### config.mk
export PLATFORM = sky130hd
export DESIGN_NAME = lcd_rect_fill_spi_sequencer
export DESIGN_NICKNAME = d
export VERILOG_FILES = /design/src/rtl/lrfs_pkg.sv /design/src/rtl/lrfs_cfg.sv /design/src/rtl/lrfs_core.sv /design/src/rtl/lcd_rect_fill_spi_sequencer.sv
export SDC_FILE = /design/constraint.sdc
export NUM_CORES = 1
export LEC_CHECK = 0
export CAP_MARGIN = 15
export CORE_MARGIN = 2
export CORE_UTILIZATION = 60
export DETAILED_ROUTE_END_ITERATION = 10
export DONT_BUFFER_PORTS = 1
export GPL_ROUTABILITY_DRIVEN = 1
export PLACE_DENSITY = 0.88
export SYNTH_ARGS = -nofsm -noshare
export SYNTH_HDL_FRONTEND = slang
export SYNTH_SLANG_ARGS = --single-unit
### constraint.sdc
create_clock -name clk -period 6.06 [get_ports clk]
set_input_delay 1.212 -clock clk [delete_from_list [all_inputs] [get_ports clk]]
set_output_delay 1.212 -clock clk [all_outputs]
set_load 0.01 [all_outputs]
### src/rtl/lrfs_pkg.sv
package lrfs_pkg;

  // APB register port
  localparam int APB_AW = 3;
  localparam int APB_DW = 32;
  localparam int REG_W  = 12;

  localparam logic REG_PANEL_WIDTH  = 1'b0;
  localparam logic REG_PANEL_HEIGHT = 1'b1;

  localparam logic [REG_W-1:0] PANEL_WIDTH_RST  = REG_W'(240);
  localparam logic [REG_W-1:0] PANEL_HEIGHT_RST = REG_W'(320);

  // request / pull codes
  localparam logic [2:0] ACT_CLEAR   = 3'd0;
  localparam logic [2:0] ACT_FILL    = 3'd1;
  localparam logic [2:0] ACT_PIXEL   = 3'd2;
  localparam logic [2:0] ACT_HLINE   = 3'd3;
  localparam logic [2:0] ACT_VLINE   = 3'd4;
  localparam logic [2:0] ACT_PATTERN = 3'd5;
  localparam logic [2:0] ACT_PULL    = 3'd6;

  // result status codes
  localparam logic [1:0] ST_OK        = 2'd0;
  localparam logic [1:0] ST_OOB       = 2'd1;
  localparam logic [1:0] ST_BUSY      = 2'd2;
  localparam logic [1:0] ST_IDLE_PULL = 2'd3;

  // display commands
  localparam logic [7:0] CMD_COL_ADDR  = 8'h2A;
  localparam logic [7:0] CMD_PAGE_ADDR = 8'h2B;
  localparam logic [7:0] CMD_MEM_WRITE = 8'h2C;

  // test pattern: four bars of fixed size
  localparam int PAT_W   = 60;
  localparam int PAT_H   = 320;
  localparam int PAT_H_W = $clog2(PAT_H + 1);

  localparam logic [15:0] BAR_X [4] = '{16'd0, 16'd60, 16'd120, 16'd180};
  localparam logic [15:0] BAR_COLOR [4] = '{16'hF800, 16'h07E0, 16'h001F, 16'hFFFF};

  typedef enum logic [2:0] {
    PH_IDLE,
    PH_COL_CMD,
    PH_COL_DATA,
    PH_PAGE_CMD,
    PH_PAGE_DATA,
    PH_MEM_CMD,
    PH_PIXELS
  } phase_t;

  typedef struct packed {
    logic [2:0]  action;
    logic [15:0] x_pos;
    logic [15:0] y_pos;
    logic [15:0] extent_w;
    logic [15:0] extent_h;
    logic [15:0] color;
  } in_item_t;

  typedef struct packed {
    logic       byte_valid;
    logic [7:0] spi_byte;
    logic       is_data;
    logic       frame_end;
    logic       seq_done;
    logic [1:0] status;
  } out_item_t;

  typedef struct packed {
    logic [REG_W-1:0] panel_width;
    logic [REG_W-1:0] panel_height;
  } cfg_regs_t;

endpackage

### src/rtl/lrfs_cfg.sv
module lrfs_cfg
  import lrfs_pkg::*;
(
  input  logic              clk,
  input  logic              rst_n,
  input  logic              psel,
  input  logic              penable,
  input  logic              pwrite,
  input  logic [APB_AW-1:0] paddr,
  input  logic [APB_DW-1:0] pwdata,
  output logic [APB_DW-1:0] prdata,
  output logic              pready,
  output cfg_regs_t         cfg
);

  logic [REG_W-1:0] width_r;
  logic [REG_W-1:0] height_r;
  logic             wr_en;

  assign pready = 1'b1;
  assign wr_en  = psel && penable && pwrite;

  always_ff @(posedge clk) begin
    if (!rst_n) begin
      width_r  <= PANEL_WIDTH_RST;
      height_r <= PANEL_HEIGHT_RST;
    end else if (wr_en) begin
      unique case (paddr[2])
        REG_PANEL_WIDTH:  width_r  <= pwdata[REG_W-1:0];
        REG_PANEL_HEIGHT: height_r <= pwdata[REG_W-1:0];
        default:          width_r  <= width_r;
      endcase
    end
  end

  always_comb begin
    unique case (paddr[2])
      REG_PANEL_WIDTH:  prdata = APB_DW'(width_r);
      REG_PANEL_HEIGHT: prdata = APB_DW'(height_r);
      default:          prdata = '0;
    endcase
  end

  assign cfg.panel_width  = width_r;
  assign cfg.panel_height = height_r;

endmodule

### src/rtl/lrfs_core.sv
module lrfs_core
  import lrfs_pkg::*;
#(
  parameter int MAX_SIDE = 2048
) (
  input  logic      clk,
  input  logic      rst_n,
  input  logic      proc_en,
  input  in_item_t  item,
  input  cfg_regs_t cfg,
  output out_item_t res
);

  localparam int SIDE_W  = $clog2(MAX_SIDE + 1);
  localparam int EXT_W   = (SIDE_W > PAT_H_W) ? SIDE_W : PAT_H_W;
  localparam int PIX_MAX = (MAX_SIDE * MAX_SIDE > PAT_W * PAT_H) ?
                           MAX_SIDE * MAX_SIDE : PAT_W * PAT_H;
  localparam int BL_W    = $clog2(2 * PIX_MAX + 1);

  phase_t phase_r, phase_nxt;
  logic [1:0]  idx_r, idx_nxt;
  logic [15:0] win_x0_r, win_x0_nxt, win_y0_r, win_y0_nxt;
  logic [15:0] win_x1_r, win_x1_nxt, win_y1_r, win_y1_nxt;
  logic [15:0] color_r, color_nxt;
  logic        spm_r, spm_nxt;
  logic [1:0]  bar_r, bar_nxt;
  logic        run_r, run_nxt;
  logic        mul_pend_r;
  logic [BL_W-1:0]  bl_r, bl_dec;
  logic             bl_dec_en;
  logic [EXT_W-1:0] ext_w_r, ext_h_r;
  logic [2*EXT_W-1:0] prod;

  logic        is_req, is_pull, oob, fin_more, bl_zero, bl_dec_zero, last_idx;
  logic [16:0] pw, ph, x17, y17, sum_xw, sum_yh, sum_yw, fill_w, fill_h, line_w, line_h;

  logic             start_en;
  logic [15:0]      st_x, st_y, st_c;
  logic [EXT_W-1:0] st_w, st_h;

  function automatic logic [7:0] win_byte(input logic [15:0] a, input logic [15:0] b,
                                          input logic [1:0] idx);
    logic [7:0] r;
    case (idx)
      2'd0:    r = a[15:8];
      2'd1:    r = a[7:0];
      2'd2:    r = b[15:8];
      default: r = b[7:0];
    endcase
    return r;
  endfunction

  // panel size limited to the largest supported side
  assign pw = (17'(cfg.panel_width) > 17'(MAX_SIDE)) ? 17'(MAX_SIDE) : 17'(cfg.panel_width);
  assign ph = (17'(cfg.panel_height) > 17'(MAX_SIDE)) ? 17'(MAX_SIDE) : 17'(cfg.panel_height);

  assign x17    = 17'(item.x_pos);
  assign y17    = 17'(item.y_pos);
  assign sum_xw = x17 + 17'(item.extent_w);
  assign sum_yh = y17 + 17'(item.extent_h);
  assign sum_yw = y17 + 17'(item.extent_w);
  assign fill_w = (sum_xw > pw) ? pw - x17 : 17'(item.extent_w);
  assign fill_h = (sum_yh > ph) ? ph - y17 : 17'(item.extent_h);
  assign line_w = fill_w;
  assign line_h = (sum_yw > ph) ? ph - y17 : 17'(item.extent_w);
  assign oob    = (x17 >= pw) || (y17 >= ph);

  assign is_req      = proc_en && (item.action <= ACT_PATTERN);
  assign is_pull     = proc_en && (item.action == ACT_PULL);
  assign fin_more    = run_r && (bar_r != 2'd3);
  assign bl_zero     = (bl_r == '0);
  assign bl_dec      = bl_r - BL_W'(1);
  assign bl_dec_zero = (bl_dec == '0);
  assign last_idx    = (idx_r == 2'd3);
  assign prod        = ext_w_r * ext_h_r;

  // next phase
  always_comb begin
    phase_nxt = phase_r;
    if (is_req) begin
      if (phase_r == PH_IDLE) begin
        if (item.action == ACT_CLEAR || item.action == ACT_PATTERN || !oob) begin
          phase_nxt = PH_COL_CMD;
        end
      end
    end else if (is_pull) begin
      unique case (phase_r)
        PH_COL_CMD:   phase_nxt = PH_COL_DATA;
        PH_COL_DATA:  phase_nxt = last_idx ? PH_PAGE_CMD : PH_COL_DATA;
        PH_PAGE_CMD:  phase_nxt = PH_PAGE_DATA;
        PH_PAGE_DATA: phase_nxt = last_idx ? PH_MEM_CMD : PH_PAGE_DATA;
        PH_MEM_CMD: begin
          if (!bl_zero) phase_nxt = PH_PIXELS;
          else          phase_nxt = fin_more ? PH_COL_CMD : PH_IDLE;
        end
        PH_PIXELS: begin
          if (bl_zero || bl_dec_zero) phase_nxt = fin_more ? PH_COL_CMD : PH_IDLE;
        end
        default:      phase_nxt = PH_IDLE;
      endcase
    end
  end

  // result and datapath
  always_comb begin
    res        = '0;
    res.status = ST_OK;
    idx_nxt    = idx_r;
    spm_nxt    = spm_r;
    bar_nxt    = bar_r;
    run_nxt    = run_r;
    bl_dec_en  = 1'b0;
    start_en   = 1'b0;
    st_x       = item.x_pos;
    st_y       = item.y_pos;
    st_w       = EXT_W'(1);
    st_h       = EXT_W'(1);
    st_c       = item.color;

    if (is_req) begin
      if (phase_r != PH_IDLE) begin
        res.status = ST_BUSY;
      end else begin
        unique case (item.action)
          ACT_CLEAR: begin
            spm_nxt  = 1'b0;
            start_en = 1'b1;
            st_x     = '0;
            st_y     = '0;
            st_w     = EXT_W'(pw);
            st_h     = EXT_W'(ph);
          end
          ACT_PATTERN: begin
            spm_nxt  = 1'b0;
            run_nxt  = 1'b1;
            bar_nxt  = 2'd0;
            start_en = 1'b1;
            st_x     = BAR_X[0];
            st_y     = '0;
            st_w     = EXT_W'(PAT_W);
            st_h     = EXT_W'(PAT_H);
            st_c     = BAR_COLOR[0];
          end
          default: begin
            if (oob) begin
              res.status = ST_OOB;
            end else begin
              start_en = 1'b1;
              spm_nxt  = (item.action == ACT_PIXEL);
              case (item.action)
                ACT_FILL: begin
                  st_w = EXT_W'(fill_w);
                  st_h = EXT_W'(fill_h);
                end
                ACT_HLINE: st_w = EXT_W'(line_w);
                ACT_VLINE: st_h = EXT_W'(line_h);
                default:   st_w = EXT_W'(1);
              endcase
            end
          end
        endcase
      end
    end else if (is_pull) begin
      res.byte_valid = 1'b1;
      unique case (phase_r)
        PH_COL_CMD: begin
          res.spi_byte  = CMD_COL_ADDR;
          res.frame_end = 1'b1;
          idx_nxt       = '0;
        end
        PH_COL_DATA, PH_PAGE_DATA: begin
          res.spi_byte  = (phase_r == PH_COL_DATA) ? win_byte(win_x0_r, win_x1_r, idx_r)
                                                   : win_byte(win_y0_r, win_y1_r, idx_r);
          res.is_data   = 1'b1;
          res.frame_end = last_idx;
          idx_nxt       = idx_r + 2'd1;
        end
        PH_PAGE_CMD: begin
          res.spi_byte  = CMD_PAGE_ADDR;
          res.frame_end = 1'b1;
          idx_nxt       = '0;
        end
        PH_MEM_CMD: begin
          res.spi_byte  = CMD_MEM_WRITE;
          res.frame_end = 1'b1;
          idx_nxt       = '0;
        end
        PH_PIXELS: begin
          res.spi_byte  = bl_r[0] ? color_r[7:0] : color_r[15:8];
          res.is_data   = 1'b1;
          bl_dec_en     = !bl_zero;
          res.frame_end = spm_r || bl_zero || bl_dec_zero;
        end
        default: begin
          res.byte_valid = 1'b0;
          res.status     = ST_IDLE_PULL;
        end
      endcase

      // end of one window: next pattern bar or done
      if ((phase_r == PH_MEM_CMD && bl_zero) ||
          (phase_r == PH_PIXELS && (bl_zero || bl_dec_zero))) begin
        if (fin_more) begin
          bar_nxt  = bar_r + 2'd1;
          start_en = 1'b1;
          st_x     = BAR_X[bar_r + 2'd1];
          st_y     = '0;
          st_w     = EXT_W'(PAT_W);
          st_h     = EXT_W'(PAT_H);
          st_c     = BAR_COLOR[bar_r + 2'd1];
        end else begin
          run_nxt      = 1'b0;
          res.seq_done = 1'b1;
        end
      end
    end

    win_x0_nxt = win_x0_r;
    win_y0_nxt = win_y0_r;
    win_x1_nxt = win_x1_r;
    win_y1_nxt = win_y1_r;
    color_nxt  = color_r;
    if (start_en) begin
      win_x0_nxt = st_x;
      win_y0_nxt = st_y;
      win_x1_nxt = st_x + 16'(st_w) - 16'd1;
      win_y1_nxt = st_y + 16'(st_h) - 16'd1;
      color_nxt  = st_c;
      idx_nxt    = '0;
    end
  end

  always_ff @(posedge clk) begin
    if (!rst_n) begin
      phase_r    <= PH_IDLE;
      idx_r      <= '0;
      spm_r      <= 1'b0;
      bar_r      <= '0;
      run_r      <= 1'b0;
      mul_pend_r <= 1'b0;
      bl_r       <= '0;
    end else begin
      phase_r    <= phase_nxt;
      idx_r      <= idx_nxt;
      spm_r      <= spm_nxt;
      bar_r      <= bar_nxt;
      run_r      <= run_nxt;
      mul_pend_r <= start_en;
      // pixel byte count is loaded into bl_r once mul_pend_r marks the start; the window
      // header bytes always come first, so nothing reads it earlier
      if (mul_pend_r) begin
        bl_r <= BL_W'({prod, 1'b0});
      end else if (bl_dec_en) begin
        bl_r <= bl_dec;
      end
    end
  end

  always_ff @(posedge clk) begin
    win_x0_r <= win_x0_nxt;
    win_y0_r <= win_y0_nxt;
    win_x1_r <= win_x1_nxt;
    win_y1_r <= win_y1_nxt;
    color_r  <= color_nxt;
    if (start_en) begin
      ext_w_r <= st_w;
      ext_h_r <= st_h;
    end
  end

endmodule

### src/rtl/lcd_rect_fill_spi_sequencer.sv
// Channel  | Direction | Ports                                 | Transfer when
// ---------+-----------+---------------------------------------+------------------------
// input    | in        | in_valid, in_stall, in_data           | in_valid && !in_stall
// result   | out       | out_valid, out_stall, out_data        | out_valid && !out_stall
// config   | in        | psel, penable, pwrite, paddr, pwdata, | psel && penable &&
//          |           | prdata, pready                        | pwrite (pready high)
//
// One item per cycle sustained while out_stall stays low; every item gives one result,
// registered first in the input register, then in the result register. Sequencer state
// and the result are both formed combinationally from the input register.
// Synchronous reset returns the sequencer to idle and the panel size to 240 x 320.
// A stalled result register holds the input register, and in_stall rises only then.
module lcd_rect_fill_spi_sequencer
  import lrfs_pkg::*;
#(
  parameter int MAX_SIDE = 2048
) (
  input  logic              clk,
  input  logic              rst_n,
  input  logic              in_valid,
  output logic              in_stall,
  input  in_item_t          in_data,
  output logic              out_valid,
  input  logic              out_stall,
  output out_item_t         out_data,
  input  logic              psel,
  input  logic              penable,
  input  logic              pwrite,
  input  logic [APB_AW-1:0] paddr,
  input  logic [APB_DW-1:0] pwdata,
  output logic [APB_DW-1:0] prdata,
  output logic              pready
);

  logic      s1_v_r;
  in_item_t  s1_d_r;
  logic      out_v_r;
  out_item_t out_d_r;
  logic      out_adv, s1_adv;
  cfg_regs_t cfg;
  out_item_t res;

  assign out_adv   = !out_v_r || !out_stall;
  assign s1_adv    = s1_v_r && out_adv;
  assign in_stall  = s1_v_r && !out_adv;
  assign out_valid = out_v_r;
  assign out_data  = out_d_r;

  lrfs_cfg u_cfg (
    .clk     (clk),
    .rst_n   (rst_n),
    .psel    (psel),
    .penable (penable),
    .pwrite  (pwrite),
    .paddr   (paddr),
    .pwdata  (pwdata),
    .prdata  (prdata),
    .pready  (pready),
    .cfg     (cfg)
  );

  lrfs_core #(
    .MAX_SIDE (MAX_SIDE)
  ) u_core (
    .clk     (clk),
    .rst_n   (rst_n),
    .proc_en (s1_adv),
    .item    (s1_d_r),
    .cfg     (cfg),
    .res     (res)
  );

  always_ff @(posedge clk) begin
    if (!rst_n) begin
      s1_v_r  <= 1'b0;
      out_v_r <= 1'b0;
    end else begin
      if (!in_stall) s1_v_r <= in_valid;
      if (out_adv)   out_v_r <= s1_v_r;
    end
  end

  // payload: take a transfer, hold while stalled
  always_ff @(posedge clk) begin
    if (in_valid && !in_stall) s1_d_r <= in_data;
    if (s1_adv)                out_d_r <= res;
  end

endmodule
After elaboration in Yosys (flattened, before gate mapping)
Cells that the tools add are included.

word-level totals
  bits in registers = 261
  input port bits = 125
  output and inout port bits = 49
  logic and storage cells = 233

operators by class
  $add $sub $neg = 12
  multiply operators = 1
  magnitude comparators = 9
  eq/ne operators = 23
  mux-type cells = 98
  bitwise logic cells = 7
  reductions and logical operators = 52

operators by type and width
  cell                                                    number
  two-way mux 16 bit                                      22
  two-way mux 12 bit                                      15
  case mux 12 bit (2 select lines)                        3
  binary-select mux 16 bit (select 2 bit)                 2
  case mux 32 bit (2 select lines)                        1
  adder 16 x 16 -> 17 bit                                 3
  greater-than comparator 17 bit                          3
  zero test 24 bit                                        2
  two-way mux 24 bit                                      2
  case mux 8 bit (3 select lines)                         2
  case mux 8 bit (5 select lines)                         1
  adder 16 x 12 -> 16 bit                                 2
  greater-or-equal comparator 16 x 12 -> 1 bit            2
  subtractor 16 x 1 -> 16 bit (second input constant)     2
  two-way mux 1 bit                                       25
  greater-than comparator 12 bit (second input constant)  2
  subtractor 12 bit                                       2
  subtractor 24 x 1 -> 24 bit (second input constant)     1
  multiplier 12 x 12 -> 23 bit                            1
  two-way mux 2 bit                                       11
  equality test 3 bit (second input constant)             6
  two-way mux 3 bit                                       6
  two-way mux 9 bit                                       2
  case mux 3 bit (6 select lines)                         1
  other kinds (30)                                        83

Depth between registers and ports, before layout
  depth in word-level cells = 11
  gate-level depth with buffers = 35
  depth with buffers taken out = 34

By module
A second synthesis with hierarchy kept.

unflattened totals
  cells, all modules = 2468
  area, all modules = 22859.4 sq um

modules (own cells, without submodules)
  module                       instances  cells an instance  area each (sq um)  seq. area each (sq um)
  lrfs_core                    1          2229               18597.8            3803.6
  lcd_rect_fill_spi_sequencer  1          105                2996.6             2952.8
  lrfs_cfg                     1          134                1265.0             480.5

Worst setup path after synthesis
Ideal clock, no wire load.

  kind = register -> register
  start = reg s1_d_r[33] (netlist name)
  end = reg u_core.win_x1_r[15], data pin
  setup time = 0.262 ns
  arrival = 6.367 ns
  required time = 5.798 ns
  path slack = -0.569 ns
  cell stages (with the launch flop) = 34
  path buffers = 1
  period minus slack after synthesis = 6.629 ns
  path through = edfxtp_1 > ha_1 > a21o_1 > a21oi_1 > nor2b_1 > o31a_1 > o21a_1 > o21ai_0 > nand2b_1 > a21oi_1 > xnor2_1 > ha_1 > a21o_1 > a211o_1 > o221ai_1 > o2111ai_1 > a211oi_1 > buf_2 > mux2i_1 > a2bb2oi_1 > ha_1 > inv_1 > ha_1 > inv_1 > fa_1 > nor2b_1 > o21ai_0 > nand2b_1 > a21o_1 > a31o_2 > a41oi_1 > a221o_1 > o21ai_0 > xor2_1

on the way
  longest elaborated chain between the ends = 10

ends and longest elaborated chain
  item                                  RTL line                           RTL
  start, declared                       lcd_rect_fill_spi_sequencer.sv:36  in_item_t s1_d_r;
  start signal, assigned                lcd_rect_fill_spi_sequencer.sv:85  if (in_valid && !in_stall) s1_d_r <= in_data;
  adder 16 x 16 -> 17 bit               lrfs_core.sv:59                    assign sum_xw = x17 + 17'(item.extent_w);
  greater-than comparator 17 bit        lrfs_core.sv:62                    assign fill_w = (sum_xw > pw) ? pw - x17 : 17'(item.extent_w);
  two-way mux 12 bit (*)                lrfs_core.sv:62
  two-way mux 12 bit (*)                lrfs_core.sv:150                   case (item.action)
  two-way mux 12 bit (*)                lrfs_core.sv:145                   if (oob) begin
  case mux 12 bit (2 select lines) (*)  lrfs_core.sv:124                   unique case (item.action)
  two-way mux 12 bit (*)                lrfs_core.sv:121                   if (phase_r != PH_IDLE) begin
  two-way mux 12 bit (*)                lrfs_core.sv:120                   if (is_req) begin
  adder 16 x 12 -> 16 bit (*)           lrfs_core.sv:226                   win_x1_nxt = st_x + 16'(st_w) - 16'd1;
  subtractor 16 x 1 -> 16 bit (*)       lrfs_core.sv:226
  end signal, assigned                  lrfs_core.sv:262                   win_x1_r <= win_x1_nxt;
  end, declared                         lrfs_core.sv:23                    logic [15:0] win_x1_r, win_x1_nxt, win_y1_r, win_y1_nxt;

Mark *: on every way between the ends. The rest lies on a longest branch, timed or not.
A chain may end at the register's enable or synchronous reset.

Worst setup path after layout
  start = reg s1_d_r[32] (netlist name)
  end = reg u_core.win_x1_r[15], data pin

Same word-level chain as after synthesis.

==> flow_summary_export.csv <==
group,metric,value,unit
status,outcome,"complete, but fails checks",
status,violations,"negative setup slack",
clocking,cts_tree,"built",
drt,postRouteAntennaNets,0,
drt,first_pass_iters,6,
drt,avgViaCountPerCell,6.37,
clocking,clk_latency,590,ps
yosys,synth-edff-count,201,
sta,timing.hold.ws,483,ps
sta,worst_slew_pin_slew,1150,ps
drt,via_count,20218,
clocking,clockBufferDepth,3,
setup_path,crit_path_max_fanout,3,
floorplanning,die_y,198,um
setup_path,startpoint_type,"flop",
placed_design,port_buffers,0,
floorplanning,dieArea,39100,um^2
clocking,postCtsHoldBufs,0,
sta,timing.final.crit_period,6930,ps
finish,area_growth,18.3,%
finish,final_cell_mix,"nand2_1 (326), buf_4 (296), inv_1 (278), ha_1 (238), edfxtp_1 (201)",
yosys,synth_ff_type,"edfxtp_1",
pwr,cellPowerDensity,211,nW/um^2
clocking,clockRootBuffer,"clkbuf_16",
finish,nNetsFinal,3160,
drt,drc_errors,0,
floorplanning,rows,70,
global_routing,grt_usage,36.4,%
sta,hold_viol_final,0,
global_routing,grt_pass1_vias,20349,
setup_path,crit_slowest_cell,"or4_4",
yosys,yosys_register_bits,261,
yosys,synth.avg_cell_area,9.30,um^2
yosys,synthCells,2424,
global_routing,antenna_found_initial,5,
finish,final_common_cell,"nand2_1",
placed_design,pre_cts_ws,-859,ps
sta,setup_violations,19,
global_routing,grt_pass1_wl,110000,um
setup_path,critPathMaxStageDelay,440,ps
placed_design,dp_hpwl,53300,um
setup_path,cp_num_buf_inv,5,
yosys,yosysWarnings,0,
drt,wire_per_inst,23.0,um
clocking,cts_sinks,261,
worst_hold_path,hold_class,"flop to flop",
sta,fin_skew,31.8,ps
global_routing,grt_max_degree,85,
pwr,vdd_ir_drop_max,303,uV
floorplanning,start_util,61.3,%
setup_path,cp-end-kind,"flop",
sta,rsz0062_at_grt,"true",
sta,post-route-period-util,114,%
sta,setup-tns-final,-9070,ps
sta,report.final.slew_viol_count,0,
yosys,synth-async-reset-ratio,0,%
setup_path,cpLargestDelayFamily,"compound AO/OA/AOI/OAI gates",
global_routing,overflow,0,
floorplanning,coreArea,36800,um^2
finish,utilization,72.4,%
clocking,h-tree-depth,1,
clocking,cts_buffers,29,
setup_path,cp.arrival,7270,ps
yosys,seq_area_frac_synth,32.1,%
job,cap_viol_max_count,0,
placed_design,gp_congestion,1.04,
clocking,clk_pin_slew,80,ps
setup_path,criticalPathCategory,"flop to flop",
pwr,leakage,12.1,nW
sta,max_slew_margin,23.1,%
drt,drt_iter0_drc,2352,
floorplanning,chipWidth,198,um
setup_path,critPathRequiredTime,6400,ps
drt,wl,72900,um
setup_path,path_common_cell,"o21ai_2",
sta,fmax,144,MHz
floorplanning,pin_count,174,
yosys,syn_area,22500,um^2
sta,postLayoutSetupSlackWorst,-867,ps
finish,drive_gt1_share,18.7,%
yosys,ys_types,79,
cell usage after synthesis, types with 11 or more instances:
library cell / number / area, um^2
nand2_1: 328 / 1230
inv_1: 287 / 1080
ha_1: 253 / 3170
edfxtp_1: 201 / 6040
nor2_1: 142 / 533
a21oi_1: 129 / 646
fa_1: 106 / 2120
xnor2_1: 83 / 727
clkbuf_1: 78 / 293
o21ai_0: 67 / 335
dfxtp_1: 60 / 1200
and2_1: 55 / 344
a21o_1: 45 / 338
nor3_1: 45 / 225
nand3_1: 39 / 195
mux2i_1: 34 / 340
xor2_1: 33 / 289
a211oi_1: 31 / 233
nor2b_1: 24 / 150
buf_4: 23 / 173
mux2_2: 23 / 259
o21a_1: 21 / 158
o211ai_1: 17 / 128
a31oi_1: 16 / 100
nand4_1: 16 / 100
and3_1: 15 / 93.8
nand2b_1: 15 / 93.8
or3_1: 14 / 87.6
a211o_1: 13 / 114
a221o_1: 13 / 130
nor4_1: 13 / 81.3
a222oi_1: 12 / 120
o21bai_1: 12 / 90.1
o211a_1: 11 / 110
worst paths after layout:
check / startpoint / end / slack (ps) / depth (start not counted)
setup reg to reg: s1_d_r[32]$_DFFE_PP_ / u_core.win_x1_r[15]$_DFFE_PP_ / -870 / 34
hold reg to reg: u_cfg.height_r[0]$_SDFFE_PN0P_ / u_cfg.height_r[0]$_SDFFE_PN0P_ / 480 / 2
hold / removal: u_cfg.height_r[0]$_SDFFE_PN0P_ / u_cfg.height_r[0]$_SDFFE_PN0P_ / 480 / 2
setup / recovery: s1_d_r[32]$_DFFE_PP_ / u_core.win_x1_r[15]$_DFFE_PP_ / -870 / 34
metrics by stage:
| stage | total power, W | std cells | cell area, um^2 |
|---|---|---|---|
| final | 0.00563 | 3172 | 26600 |
| after global routing | 0.00585 | 3171 | 26600 |
| after CTS | 0.00549 | 3148 | 26200 |
| after detailed placement | 0.00365 | 3063 | 24800 |
| after global placement | 0.00359 | 3063 | 24800 |
| after floorplan | 0.00314 | 2443 | 22700 |
worst min-delay path, cell delays in order (launching register included):
cell and delay, ps:
dfxtp_1 320, nand2_1 60, a21oi_1 60
final cells by class:
class	count	area [um^2]
fill	2475	10100
sequential	261	7240
clock buffer	29	726
clock inverter	25	225
antenna	5	12.5
multi-input combinational	1781	14300
inverter	289	1090
tap	468	586
timing repair buffer	314	2440
metal layers:
layer | vias up | part of all wire, % | global-route usage [%]
met5 | - | 0 | 0
met4 | 0 | 8.1 | 23.8
met3 | 403 | 8.8 | 5.93
met2 | 1240 | 47 | 62.1
met1 | 9632 | 36 | 42.7
li1 | 8943 | - | -
state kept, by name, summed over array words and instances, names as in the netlist, 3 cells and up:
name and flops:
u_core.phase_r 3, u_core.bl_r 24, u_core.ext_h_r 12, u_core.win_x1_r 16, u_cfg.width_r 12, u_core.color_r 16
u_core.win_x0_r 16, u_core.win_y0_r 16, u_core.ext_w_r 12, u_core.win_y1_r 16, out_data 14, s1_d_r 83
u_cfg.height_r 12
where the power goes:
group | total [W] | switching (W) | leakage, nW | internal [W]
combinational | 0.00177 | 0.000959 | 9.25 | 0.000812
sequential | 0.00207 | 0.0000637 | 2.38 | 0.00201
clock | 0.00178 | 0.000803 | 0.450 | 0.000977
logic make-up after synthesis:
family / after synthesis / share of synthesized area, %
compound gates: 494 / 15.2
xor+xnor: 116 / 4.51
fa+ha+maj: 359 / 23.5
buf+inv: 401 / 7.10
flops: 261 / 32.1
mux: 57 / 2.66
other cells: 2 / 0.0333
simple gates: 734 / 14.9
repair_timing:
| item | 4_1_cts | 5_1_grt |
|---|---|---|
| pin swaps | 40 | 37 |
| endpoints found under the hold margin | 0 | 0 |
| buffers inserted | 31 | 20 |
| setup endpoints to repair | 18 | 23 |
| resized for setup | 62 | 56 |
(Power assumes the default switching activity.)
